`src/rtl/slcd_pkg.sv`:
```
// Shared types, codes and defaults for the sync/length/checksum deframer.
`default_nettype none
package slcd_pkg;

  // Defaults for the top-level parameters
  localparam int SYNC_LEN_DEF    = 2;
  localparam int MAX_PAYLOAD_DEF = 4096;

  // Fixed field widths
  localparam int BYTE_W   = 8;
  localparam int ID_W     = 16;
  localparam int STATUS_W = 3;
  localparam int SYNC_W   = 32;
  localparam int LEN_LO_W = 16;

  // Verdict codes
  localparam logic [STATUS_W-1:0] ST_OK       = 3'd0;
  localparam logic [STATUS_W-1:0] ST_SYNC_BAD = 3'd1;
  localparam logic [STATUS_W-1:0] ST_SUM_BAD  = 3'd2;
  localparam logic [STATUS_W-1:0] ST_EARLY    = 3'd3;
  localparam logic [STATUS_W-1:0] ST_TOO_LONG = 3'd4;

  // One received byte with its end-of-buffer flag
  typedef struct packed {
    logic [BYTE_W-1:0] data_byte;
    logic              buffer_end;
  } item_t;

  // One result transaction plus a flag that the step produced one
  typedef struct packed {
    logic                has_result;
    logic                payload_valid;
    logic [BYTE_W-1:0]   payload_byte;
    logic [ID_W-1:0]     packet_id;
    logic                verdict_valid;
    logic [STATUS_W-1:0] status;
  } result_t;

endpackage
`default_nettype wire

```
`src/rtl/slcd_in_reg.sv`:
```
// Input register stage: captures one incoming byte transaction.
`default_nettype none
module slcd_in_reg (
  input  wire logic          clk,
  input  wire logic          rst,
  input  wire logic          in_valid,
  output logic               in_stall,
  input  wire logic [7:0]    data_byte,
  input  wire logic          buffer_end,
  input  wire logic          take,
  output logic               item_valid,
  output slcd_pkg::item_t    item
);
  import slcd_pkg::*;

  // Hold off the sender only while a held item cannot move on
  assign in_stall = item_valid && !take;

  // Track occupancy
  always_ff @(posedge clk) begin
    if (rst) begin
      item_valid <= 1'b0;
    end else if (!in_stall) begin
      item_valid <= in_valid;
    end
  end

  // Capture the payload
  always_ff @(posedge clk) begin
    if (in_valid && !in_stall) begin
      item.data_byte  <= data_byte;
      item.buffer_end <= buffer_end;
    end
  end

endmodule
`default_nettype wire

```
`src/rtl/slcd_core.sv`:
```
// Deframing state and single-step decode of one byte.
`default_nettype none
module slcd_core #(
  parameter int SYNC_LEN    = slcd_pkg::SYNC_LEN_DEF,
  parameter int MAX_PAYLOAD = slcd_pkg::MAX_PAYLOAD_DEF
) (
  input  wire logic                          clk,
  input  wire logic                          rst,
  input  wire logic                          cfg_write,
  input  wire logic [slcd_pkg::SYNC_W-1:0]   cfg_data,
  input  wire logic                          take,
  input  wire slcd_pkg::item_t               item,
  output slcd_pkg::result_t                  res
);
  import slcd_pkg::*;

  localparam int LEFT_W = $clog2(MAX_PAYLOAD + 1);

  localparam logic [2:0] PH_SYNC    = 3'd0;
  localparam logic [2:0] PH_ID      = 3'd1;
  localparam logic [2:0] PH_LEN     = 3'd2;
  localparam logic [2:0] PH_PAYLOAD = 3'd3;
  localparam logic [2:0] PH_CHECK   = 3'd4;
  localparam logic [2:0] PH_DRAIN   = 3'd5;

  localparam logic [2:0] SYNC_LAST = 3'(SYNC_LEN - 1);
  localparam logic [2:0] LEN_LAST  = 3'd7;

  logic [SYNC_W-1:0]   sync_pattern;
  logic [2:0]          phase, phase_next;
  logic [2:0]          field_index, field_index_next;
  logic [ID_W-1:0]     id_value, id_value_next;
  logic [LEN_LO_W-1:0] len_lo, len_lo_next;
  logic                len_hi, len_hi_next;
  logic [LEFT_W-1:0]   bytes_left, bytes_left_next;
  logic [BYTE_W-1:0]   running_sum, running_sum_next;

  logic [BYTE_W-1:0]   b;
  logic [BYTE_W-1:0]   expect_byte;
  logic                silent;
  logic                over;
  logic                pv, vv;
  logic [BYTE_W-1:0]   pb;
  logic [STATUS_W-1:0] st;
  logic [ID_W-1:0]     pid;

  assign b           = item.data_byte;
  assign expect_byte = sync_pattern[8*field_index[1:0] +: 8];

  // Decode one byte against the current phase
  always_comb begin
    phase_next       = phase;
    field_index_next = field_index;
    id_value_next    = id_value;
    len_lo_next      = len_lo;
    len_hi_next      = len_hi;
    bytes_left_next  = bytes_left;
    running_sum_next = running_sum;
    silent           = 1'b0;
    over             = 1'b0;
    pv               = 1'b0;
    vv               = 1'b0;
    pb               = '0;
    st               = ST_OK;

    unique case (phase)
      PH_SYNC: begin
        if (b != expect_byte) begin
          vv = 1'b1;
          st = ST_SYNC_BAD;
        end else if (field_index == SYNC_LAST) begin
          phase_next       = PH_ID;
          field_index_next = '0;
        end else begin
          field_index_next = field_index + 3'd1;
        end
      end
      PH_ID: begin
        if (field_index[0]) begin
          id_value_next    = {b, id_value[7:0]};
          phase_next       = PH_LEN;
          field_index_next = '0;
        end else begin
          id_value_next    = {id_value[15:8], b};
          field_index_next = field_index + 3'd1;
        end
        running_sum_next = running_sum + b;
      end
      PH_LEN: begin
        if (field_index == LEN_LAST) begin
          field_index_next = '0;
          over = len_hi || (b != '0) || (len_lo > LEN_LO_W'(MAX_PAYLOAD));
          if (over) begin
            vv = 1'b1;
            st = ST_TOO_LONG;
          end else begin
            bytes_left_next = len_lo[LEFT_W-1:0];
            phase_next      = (len_lo != '0) ? PH_PAYLOAD : PH_CHECK;
          end
        end else begin
          field_index_next = field_index + 3'd1;
          if (field_index == 3'd0) begin
            len_lo_next[7:0] = b;
          end else if (field_index == 3'd1) begin
            len_lo_next[15:8] = b;
          end else begin
            len_hi_next = len_hi || (b != '0);
          end
        end
      end
      PH_PAYLOAD: begin
        pv               = 1'b1;
        pb               = b;
        running_sum_next = running_sum + b;
        bytes_left_next  = bytes_left - LEFT_W'(1);
        if (bytes_left == LEFT_W'(1)) begin
          phase_next = PH_CHECK;
        end
      end
      PH_CHECK: begin
        vv = 1'b1;
        st = (b == ~running_sum) ? ST_OK : ST_SUM_BAD;
      end
      default: begin
        silent = 1'b1;
      end
    endcase

    // Id as seen by this byte, before any restart
    pid = id_value_next;

    // Close the buffer early, then pick drain or restart
    if (!silent && !vv && item.buffer_end) begin
      vv = 1'b1;
      st = ST_EARLY;
    end
    if (vv && !item.buffer_end) begin
      phase_next = PH_DRAIN;
    end
    if ((vv || silent) && item.buffer_end) begin
      phase_next       = PH_SYNC;
      field_index_next = '0;
      id_value_next    = '0;
      len_lo_next      = '0;
      len_hi_next      = 1'b0;
      bytes_left_next  = '0;
      running_sum_next = '0;
    end
  end

  // Pack the result transaction
  always_comb begin
    res.has_result    = pv || vv;
    res.payload_valid = pv;
    res.payload_byte  = pb;
    res.packet_id     = pid;
    res.verdict_valid = vv;
    res.status        = st;
  end

  // Advance the frame state on each consumed byte
  always_ff @(posedge clk) begin
    if (rst) begin
      phase       <= PH_SYNC;
      field_index <= '0;
      id_value    <= '0;
      len_lo      <= '0;
      len_hi      <= 1'b0;
      bytes_left  <= '0;
      running_sum <= '0;
    end else if (take) begin
      phase       <= phase_next;
      field_index <= field_index_next;
      id_value    <= id_value_next;
      len_lo      <= len_lo_next;
      len_hi      <= len_hi_next;
      bytes_left  <= bytes_left_next;
      running_sum <= running_sum_next;
    end
  end

  // Sync pattern register
  always_ff @(posedge clk) begin
    if (rst) begin
      sync_pattern <= '0;
    end else if (cfg_write) begin
      sync_pattern <= cfg_data;
    end
  end

endmodule
`default_nettype wire

```
`src/rtl/slcd_out_reg.sv`:
```
// Result register: holds one result transaction until the receiver takes it.
`default_nettype none
module slcd_out_reg (
  input  wire logic              clk,
  input  wire logic              rst,
  input  wire logic              item_valid,
  input  wire slcd_pkg::result_t res,
  output logic                   take,
  output logic                   out_valid,
  input  wire logic              out_stall,
  output logic                   payload_valid,
  output logic [7:0]             payload_byte,
  output logic [15:0]            packet_id,
  output logic                   verdict_valid,
  output logic [2:0]             status
);
  import slcd_pkg::*;

  logic can_load;

  // Room when empty or when the held result leaves this cycle
  assign can_load = !out_valid || !out_stall;
  assign take     = item_valid && can_load;

  // Track occupancy
  always_ff @(posedge clk) begin
    if (rst) begin
      out_valid <= 1'b0;
    end else if (can_load) begin
      out_valid <= take && res.has_result;
    end
  end

  // Load the payload
  always_ff @(posedge clk) begin
    if (take && res.has_result) begin
      payload_valid <= res.payload_valid;
      payload_byte  <= res.payload_byte;
      packet_id     <= res.packet_id;
      verdict_valid <= res.verdict_valid;
      status        <= res.status;
    end
  end

endmodule
`default_nettype wire

```
`src/rtl/sync_length_checksum_deframer.sv`:
```
// Top level of the sync/id/length/payload/checksum deframer.
//
// Input channel: one buffer byte per transaction (data_byte, buffer_end),
// handshaked with in_valid/in_stall. Output channel: one result transaction
// (payload_valid, payload_byte, packet_id, verdict_valid, status) on
// out_valid/out_stall, sent only for payload bytes and for the verdict.
// Configuration: sync_pattern is written when cfg_valid and cfg_ready are
// both high; cfg_ready is always high. Write it only while the block is idle.
//
// A byte is captured in the input register, decoded combinationally from
// there and its result is loaded into the output register when the byte is
// consumed, from where the receiver takes it.
// Throughput is one byte per cycle while the receiver does not stall; the
// decode is a single state update between the input and result registers.
// When the receiver stalls, the result holds and in_stall is high while
// the input register holds a byte. Bytes that give no result pass
// without using the output register. Reset clears the frame state, both
// register stages and sync_pattern; the block hunts for sync right away.
`default_nettype none
module sync_length_checksum_deframer #(
  parameter int SYNC_LEN    = slcd_pkg::SYNC_LEN_DEF,
  parameter int MAX_PAYLOAD = slcd_pkg::MAX_PAYLOAD_DEF
) (
  input  wire logic        clk,
  input  wire logic        rst,
  input  wire logic        cfg_valid,
  output logic             cfg_ready,
  input  wire logic [31:0] sync_pattern,
  input  wire logic        in_valid,
  output logic             in_stall,
  input  wire logic [7:0]  data_byte,
  input  wire logic        buffer_end,
  output logic             out_valid,
  input  wire logic        out_stall,
  output logic             payload_valid,
  output logic [7:0]       payload_byte,
  output logic [15:0]      packet_id,
  output logic             verdict_valid,
  output logic [2:0]       status
);
  import slcd_pkg::*;

  logic    item_valid;
  logic    take;
  item_t   item;
  result_t res;

  assign cfg_ready = 1'b1;

  // Input register
  slcd_in_reg u_in (
    .clk        (clk),
    .rst        (rst),
    .in_valid   (in_valid),
    .in_stall   (in_stall),
    .data_byte  (data_byte),
    .buffer_end (buffer_end),
    .take       (take),
    .item_valid (item_valid),
    .item       (item)
  );

  // Frame decode
  slcd_core #(
    .SYNC_LEN    (SYNC_LEN),
    .MAX_PAYLOAD (MAX_PAYLOAD)
  ) u_core (
    .clk       (clk),
    .rst       (rst),
    .cfg_write (cfg_valid && cfg_ready),
    .cfg_data  (sync_pattern),
    .take      (take),
    .item      (item),
    .res       (res)
  );

  // Result register
  slcd_out_reg u_out (
    .clk           (clk),
    .rst           (rst),
    .item_valid    (item_valid),
    .res           (res),
    .take          (take),
    .out_valid     (out_valid),
    .out_stall     (out_stall),
    .payload_valid (payload_valid),
    .payload_byte  (payload_byte),
    .packet_id     (packet_id),
    .verdict_valid (verdict_valid),
    .status        (status)
  );

endmodule
`default_nettype wire
```
`config.mk`:
```
export PLATFORM = sky130hd
export DESIGN_NAME = sync_length_checksum_deframer
export DESIGN_NICKNAME = d
export VERILOG_FILES = /design/src/rtl/slcd_pkg.sv /design/src/rtl/slcd_in_reg.sv /design/src/rtl/slcd_core.sv /design/src/rtl/slcd_out_reg.sv /design/src/rtl/sync_length_checksum_deframer.sv
export SDC_FILE = /design/constraint.sdc
export NUM_CORES = 1
export LEC_CHECK = 0
export ABC_AREA = 1
export BUFFER_PORTS_ARGS = -buffer_cell sky130_fd_sc_hd__buf_4
export CAP_MARGIN = 40
export CORE_ASPECT_RATIO = 1.75
export CORE_MARGIN = 1
export CORE_UTILIZATION = 58
export DETAILED_ROUTE_END_ITERATION = 16
export PLACE_DENSITY = 0.78
export SYNTH_ARGS = -nofsm -noshare
export SYNTH_HDL_FRONTEND = slang
export SYNTH_SLANG_ARGS = --single-unit
```
`constraint.sdc`:
```
create_clock -name clk -period 2.7 [get_ports clk]
set_input_delay 0.54 -clock clk [delete_from_list [all_inputs] [get_ports clk]]
set_output_delay 0.54 -clock clk [all_outputs]
set_load 0.005 [all_outputs]
```
# ---- Word-level counts from Yosys, hierarchy flattened
# Cells that the tools add are included.
# W data, S select, Z words.
dict set report totals {
  inputBits 46
  output_inout_bits 32
  wordCells 132
  reg_bits 132
}
dict set report op_classes {
  n_mux 48
  add_sub_neg 3
  eq_ne 21
  n_reduce_logical 39
  magnitude_cmp 1
  bitwise_logic 1
  shift 1
}
# op count
set ops {}
lappend ops {{$mux W16} 6}
lappend ops {{$mux W3} 16}
lappend ops {{$mux W8} 5}
lappend ops {{$mux W13} 3}
lappend ops {{$shiftx A32 B6 Y8} 1}
lappend ops {{$pmux W13 S2} 1}
lappend ops {{$pmux W3 S3} 2}
lappend ops {{$gt A16 B13 Y1 const B} 1}
lappend ops {{$ne A4 B1 Y1 const B} 4}
lappend ops {{$reduce_bool A16 Y1} 1}
lappend ops {{$eq A13 B1 Y1 const B} 1}
lappend ops {{$sub A13 B1 Y13 const B} 1}
lappend ops {{$mux W1} 12}
lappend ops {{$pmux W3 S4} 1}
lappend ops {{$reduce_and A5 Y1} 2}
lappend ops {{$add A8 B8 Y8} 1}
lappend ops {{$eq A8 B8 Y1} 1}
lappend ops {{$logic_and A1 B1 Y1} 8}
lappend ops {{$ne A4 B4 Y1 const B} 2}
lappend ops {{$ne A8 B8 Y1} 1}
lappend ops {{$not A8 Y8} 1}
lappend ops {{$reduce_and A4 Y1} 2}
lappend ops {{$reduce_and A8 Y1} 1}
lappend ops {{$reduce_bool A2 Y1} 4}
lappend ops {{20 further kinds} 36}

# ---- Logic depth before layout (Yosys ltp)
dict set report depth {
  word_depth 14
  mapped_depth 18
  mapped_depth_nobuf 18
}

# ---- Modules after synthesis
# From an unflattened synthesis, not the netlist that was laid out.
dict set report hier_totals {
  cells_unflattened 835
  hier_area_um2 6500.0
}
# mod seq_area_each_um2 cells_each area_each_um2 instances
set by_module_without_submodules {}
lappend by_module_without_submodules {slcd_core 1841.8 777 5241.3 1}
lappend by_module_without_submodules {slcd_out_reg 890.9 40 930.9 1}
lappend by_module_without_submodules {slcd_in_reg 290.3 16 316.6 1}
lappend by_module_without_submodules {sync_length_checksum_deframer 0.0 2 11.3 1}

# ---- Least setup slack after synthesis
# Ideal clock, no wire load.
dict set report synth_timing {
  path_kind {flip-flop to flip-flop}
  start {register u_core.field_index[0]}
  end {register u_out.packet_id[0] (enable)}
  n_path_buf 2
  period_less_slack_ns 2.359
  arrival_ns 1.976
  path_stages_with_launch 17
  required_ns 2.316
  path_slack_ns 0.341
  path_cell_list {dfxtp_1 buf_6 buf_12 nand2_1 nand3_1 nand2_1 nand2_1 nand2_1 nand2_1 nor2_2 nand2_4 nand2_4 nand2_4 a21oi_1 nand2_1 nand2_1 inv_1}
}
dict set report synth_via {
  elab_chain_cells 10
  elab_cells_between_ends 12
}
# item line_no
set synth_rtl {}
lappend synth_rtl {{from (decl)} slcd_core.sv:31} ;# logic [2:0] field_index, field_index_next;
lappend synth_rtl {{from (signal assigned)} slcd_core.sv:173} ;# field_index <= field_index_next;
lappend synth_rtl {{$shiftx A32 B6 Y8} slcd_core.sv:48} ;# assign expect_byte = sync_pattern[8*field_index[1:0] +: 8];
lappend synth_rtl {{$ne A8 B8 Y1} slcd_core.sv:68} ;# if (b != expect_byte) begin
lappend synth_rtl {{$mux W1} slcd_core.sv:68}
lappend synth_rtl {{$pmux W1 S3 *} slcd_core.sv:66} ;# unique case (phase)
lappend synth_rtl {{$logic_not A1 Y1} slcd_core.sv:133} ;# if (!silent && !vv && item.buffer_end) begin
lappend synth_rtl {{$logic_and A1 B1 Y1 (2 in series)} slcd_core.sv:133}
lappend synth_rtl {{$mux W1 *} slcd_core.sv:133}
lappend synth_rtl {{$logic_or A1 B1 Y1 *} slcd_core.sv:153} ;# res.has_result = pv || vv;
lappend synth_rtl {{$logic_and A1 B1 Y1 *} slcd_out_reg.sv:36} ;# if (take && res.has_result) begin
lappend synth_rtl {{to (signal assigned)} slcd_out_reg.sv:39} ;# packet_id <= res.packet_id;
lappend synth_rtl {{to (decl)} slcd_out_reg.sv:13} ;# output logic [15:0] packet_id,
# Every way passes the cells marked *; elsewhere a longest branch is shown, timed or not.
# A chain may end at the register's enable or synchronous reset.

# ---- Worst setup path after layout
dict set report layout_timing {
  start {register u_in.item[1] (netlist name)}
  end {register u_out.packet_id[13] (enable)}
}
dict set report layout_via {
  elab_chain_cells 12
  elab_cells_between_ends 14
}
# item line_no
set layout_rtl {}
lappend layout_rtl {{$reduce_bool A8 Y1} slcd_core.sv:92} ;# over = len_hi || (b != '0) || (len_lo > LEN_LO_W'(MAX_PAYLOAD));
lappend layout_rtl {{$logic_or A1 B1 Y1 (2 in series)} slcd_core.sv:92}
lappend layout_rtl {{$mux W1} slcd_core.sv:93} ;# if (over) begin
lappend layout_rtl {{$mux W1} slcd_core.sv:90} ;# if (field_index == LEN_LAST) begin
lappend layout_rtl {{$pmux W1 S3 *} slcd_core.sv:66}
lappend layout_rtl {{$logic_not A1 Y1} slcd_core.sv:133}
lappend layout_rtl {{$logic_and A1 B1 Y1 (2 in series)} slcd_core.sv:133}
lappend layout_rtl {{$mux W1 *} slcd_core.sv:133}
lappend layout_rtl {{$logic_or A1 B1 Y1 *} slcd_core.sv:153}
lappend layout_rtl {{$logic_and A1 B1 Y1 *} slcd_out_reg.sv:36}
# Marked as above.

==> summary.md <==
| Metric | Value |
|---|---|
| Largest net degree at the start of global routing | `37` |
| Logic pwr share | `21.5%` |
| H-Tree Depth | `4` |
| Skew-Pair Late Insertion Delay | `0.42 ns` |
| Hold depth | `1` |
| Post-synthesis cell count | `826` |
| Gr usage total | `32.8%` |
| Io pins | `78` |
| HP Class | `in2reg` |
| Syn Nets | `about 900` |
| Fmax | `~0.41 GHz` |
| Net Sw Frac | `between 30% and 40%` |
| Minimum clock period | `approximately 2.4 ns` |
| Wire per inst | `16.7 um` |
| Most frequent CP cell | `nand2_1` |
| Layout area overhead | `20.0%` |
| Max Cap Violations | `0` |
| Die area | `11300 um^2` |
| Synthesis-stage register bit count | `~130` |
| PwrDens | `776 nW/um^2` |
| Post-synthesis instance area | `6320 um^2` |
| FF-to-FF path depth | `11` |
| P_sw | `0.00190 W` |
| Layout cells sized above 1 | `between 10% and 20%` |
| Syn Area/Cell | `7.65 um^2` |
| Final core occ | `71.3%` |
| First-pass GRT wire length | `27900 um` |
| Drt total wl | `17400 um` |
| Flop pwr share | `39.9%` |
| Clk pin slew, worst setup/hold paths | `0.06 ns` |
| Core box area | `10600 um^2` |
| Worst slew pin tran | `about 0.61 ns` |
| Initial antenna violation count | `0` |
| Total CTS buffers | `17` |
| Worst Setup End Kind | `flip-flop` |
| Maximum single-stage delay on the critical path | `roughly 0.46 ns` |
| Crit-path max FO | `29` |
| Nets | `958` |
| Vias | `~5900` |
| Placer Congestion | `1.02` |
| Req. time, crit path | `2.84 ns` |
| Worst vdd ir | `between 0.5 and 0.6 mV` |
| Yosys warns | `0` |
| Max Clock Skew | `0.00515 ns` |
| # DRC | `0` |
| Crit path cell chain | `inv_1 > nand4_1 > nor3_2 > nand2_1 > a21oi_4 > nand2_4 > a21oi_1 > nand2_1 > nand2_1 > inv_1 > buf_4` |
| Clk sink count | `between 100 and 150` |
| Die W | `80.9 um` |
| Die H | `140 um` |
| Int Power | `approximately 0.0040 W` |
| Vias in the first global route | `5825` |
| N_diodes | `0` |
| Root Buffer | `clkbuf_16` |
| Final Max Tran Viols | `0` |
| Rel. slew slack | `between 50% and 60%` |
| Total grt overflow | `0` |
| Initial Util | `59.4%` |
| Vias per cell | `about 5.7` |
| Setup bufs post-CTS | `0` |
| Crit Path Category | `reg2reg` |
| First-pass detailed-route iteration total | `8` |
| # rows | `50` |
| Clock power frac | `38.6%` |
| IO Port Bufs | `76` |
| Leakage power | `3.24 nW` |
| Slowest cell on crit path | `edfxtp_1` |
| Seq/Total Area, Yosys | `a little under half` |
| CP arrival | `2.57 ns` |
| Status | `finished clean` |
| Yosys cell types | `39` |
| Setup tns final | `0 ns` |
| DRT iter0 DRCs | `441` |
| Hold Vio Cnt, Final | `0` |
| CP startpoint kind | `flip-flop` |
| Setup-failing EPs final | `0` |
| CTS Buffer Depth | `2` |
| CTS tree | `yes` |
| Final Cycle Share | `between 80% and 90%` |
| HPWL after detailed placement | `13000 um` |
| RSZ-0062 raised after global routing | `false` |
| Routed Antenna Nets | `0` |
-- placed cells by master, fill, tap and decap left out, types with 2 or more instances in the layout --
cell type  synthesis  layout
a211oi_1           7       7
a21oi_1           64      64
a31oi_1            3       3
buf_4              2      89
clkbuf_16          0      17
dfxtp_1           94      93
edfxtp_1          38      38
ha_1              14      14
inv_1             66      66
inv_2              6       6
inv_6              0       7
inv_8              0       4
nand2_1          171     171
nand2_2            8       8
nand2_4            3       3
nand3_1           41      41
nand3_2            3       3
nand3b_1           4       4
nand4_1           11      11
nor2_1           130     130
nor2_2             4       4
nor3_1             6       6
o211ai_1           9       9
o21ai_0           85      85
o21ai_1            4       4
or2_2              2       2
xnor2_1            2       2
xor2_1             4       4
-- cell usage after synthesis --
master / n / area (um^2)
nor2_1: 130 / 488
buf_4: 2 / 15.0
nand2_2: 8 / 50.1
o21ai_0: 85 / 425
o21ai_1: 4 / 20.0
nor2_2: 4 / 25.0
nor3_1: 6 / 30.0
nor3_2: 1 / 10.0
inv_2: 6 / 22.5
nand3b_1: 4 / 30.0
buf_1: 1 / 3.75
a31oi_2: 1 / 12.5
nand3_2: 3 / 30.0
buf_6: 2 / 22.5
xnor2_1: 2 / 17.5
a21boi_0: 1 / 7.51
clkbuf_1: 26 / 97.6
edfxtp_1: 38 / 1140
a211oi_1: 7 / 52.6
nand3_1: 41 / 205
nand4_1: 11 / 68.8
nand2_4: 3 / 33.8
fa_1: 1 / 20.0
nor2_4: 1 / 11.3
a31oi_1: 3 / 18.8
or2_2: 2 / 12.5
o221ai_1: 1 / 8.76
conb_1: 1 / 3.75
xor2_1: 4 / 35.0
o211ai_1: 9 / 67.6
ha_1: 14 / 175
nor4_1: 1 / 6.26
a21oi_2: 1 / 8.76
nand2_1: 171 / 642
inv_1: 66 / 248
dfxtp_1: 94 / 1880
buf_12: 1 / 20.0
buf_2: 6 / 30.0
a21oi_1: 64 / 320
-- sequential cells by signal (all words and copies together) (netlist names), 3 cells and up --
register	cells
u_out.payload_byte	8
u_core.len_lo	16
u_in.item	9
u_out.packet_id	16
u_core.id_value	16
u_core.running_sum	8
u_out.status	3
u_core.sync_pattern	32
u_core.phase	3
u_core.bytes_left	13
u_core.field_index	3
-- power by group through the flow --
stage               sequential (W)  combinational (W)  clock [W]
global placement           0.00238            0.00122          0
floorplan                  0.00235           0.000869          0
CTS                        0.00235            0.00125    0.00228
finish                     0.00235            0.00127    0.00227
detailed placement         0.00239            0.00124          0
global route               0.00236            0.00142    0.00237
-- metal layers --
layer  GRT usage, %  share of wire (%)  up-vias
met5              0                  0        -
met4           25.1                7.9        0
met3           5.47                4.0       87
met2           58.2                 53      250
met1           32.7                 35     2671
li1               -                  -     2871
-- path summary, 6_finish.rpt --
kind,start,endpoint,slack [ns]
setup reg to reg,u_in.item[1]$_DFFE_PP_,u_out.packet_id[13]$_DFFE_PP_,0.28
setup / recovery,u_in.item[1]$_DFFE_PP_,u_out.packet_id[13]$_DFFE_PP_,0.28
hold / removal,data_byte[1],u_in.item[2]$_DFFE_PP_,0.29
hold reg to reg,u_core.len_lo[14]$_SDFFE_PP0P_,u_core.len_lo[14]$_SDFFE_PP0P_,0.47
-- timing repair --
item / 4_1_cts / 5_1_grt
gates resized for setup: 0 / 2
hold buffers: 0 / 0
setup endpoints to repair: 0 / 29
-- cell families after synthesis --
family / count (synthesis) / share of synthesized area, %
adders and majority gates: 15 / 3.09
other: 1 / 0.0593
DFF: 132 / 47.8
AOI/OAI and AO/OA: 176 / 14.9
xor gates and xnor gates: 6 / 0.832
buffers and inverters: 110 / 7.27
and+or+nand+nor: 386 / 26.0
-- critical path: cells and delay by family, from the launching register on --
family | cells | cell delay (ns)
buf+inv | 3 | 0.51
flops | 1 | 0.46
simple gates | 6 | 0.74
compound gates | 2 | 0.41
-- metrics by stage --
stage / worst slack, ns / hold slack [ns] / area [um^2] / power [W] / std cells
after floorplan: 0.341 / 0.430 / 6320 / 0.00322 / 826
after global placement: 0.282 / 0.448 / 6960 / 0.00360 / 1007
after detailed placement: 0.207 / 0.456 / 6990 / 0.00363 / 1008
after CTS: 0.205 / 0.290 / 7570 / 0.00588 / 1040
after global routing: 0.0643 / 0.288 / 7580 / 0.00615 / 1040
final: 0.276 / 0.295 / 7580 / 0.00588 / 1040
-- final cells by class --
type                            count  area, um^2
Clock inverter                     15         158
Timing Repair Buffer               90         696
Clock buffer                       17         425
Fill cell                         860        3060
Sequential cell                   132        3020
Multi-Input combinational cell    584        2840
Inverter                           72         270
Tap cell                          130         163
Power figures use the tool's default switching activity.
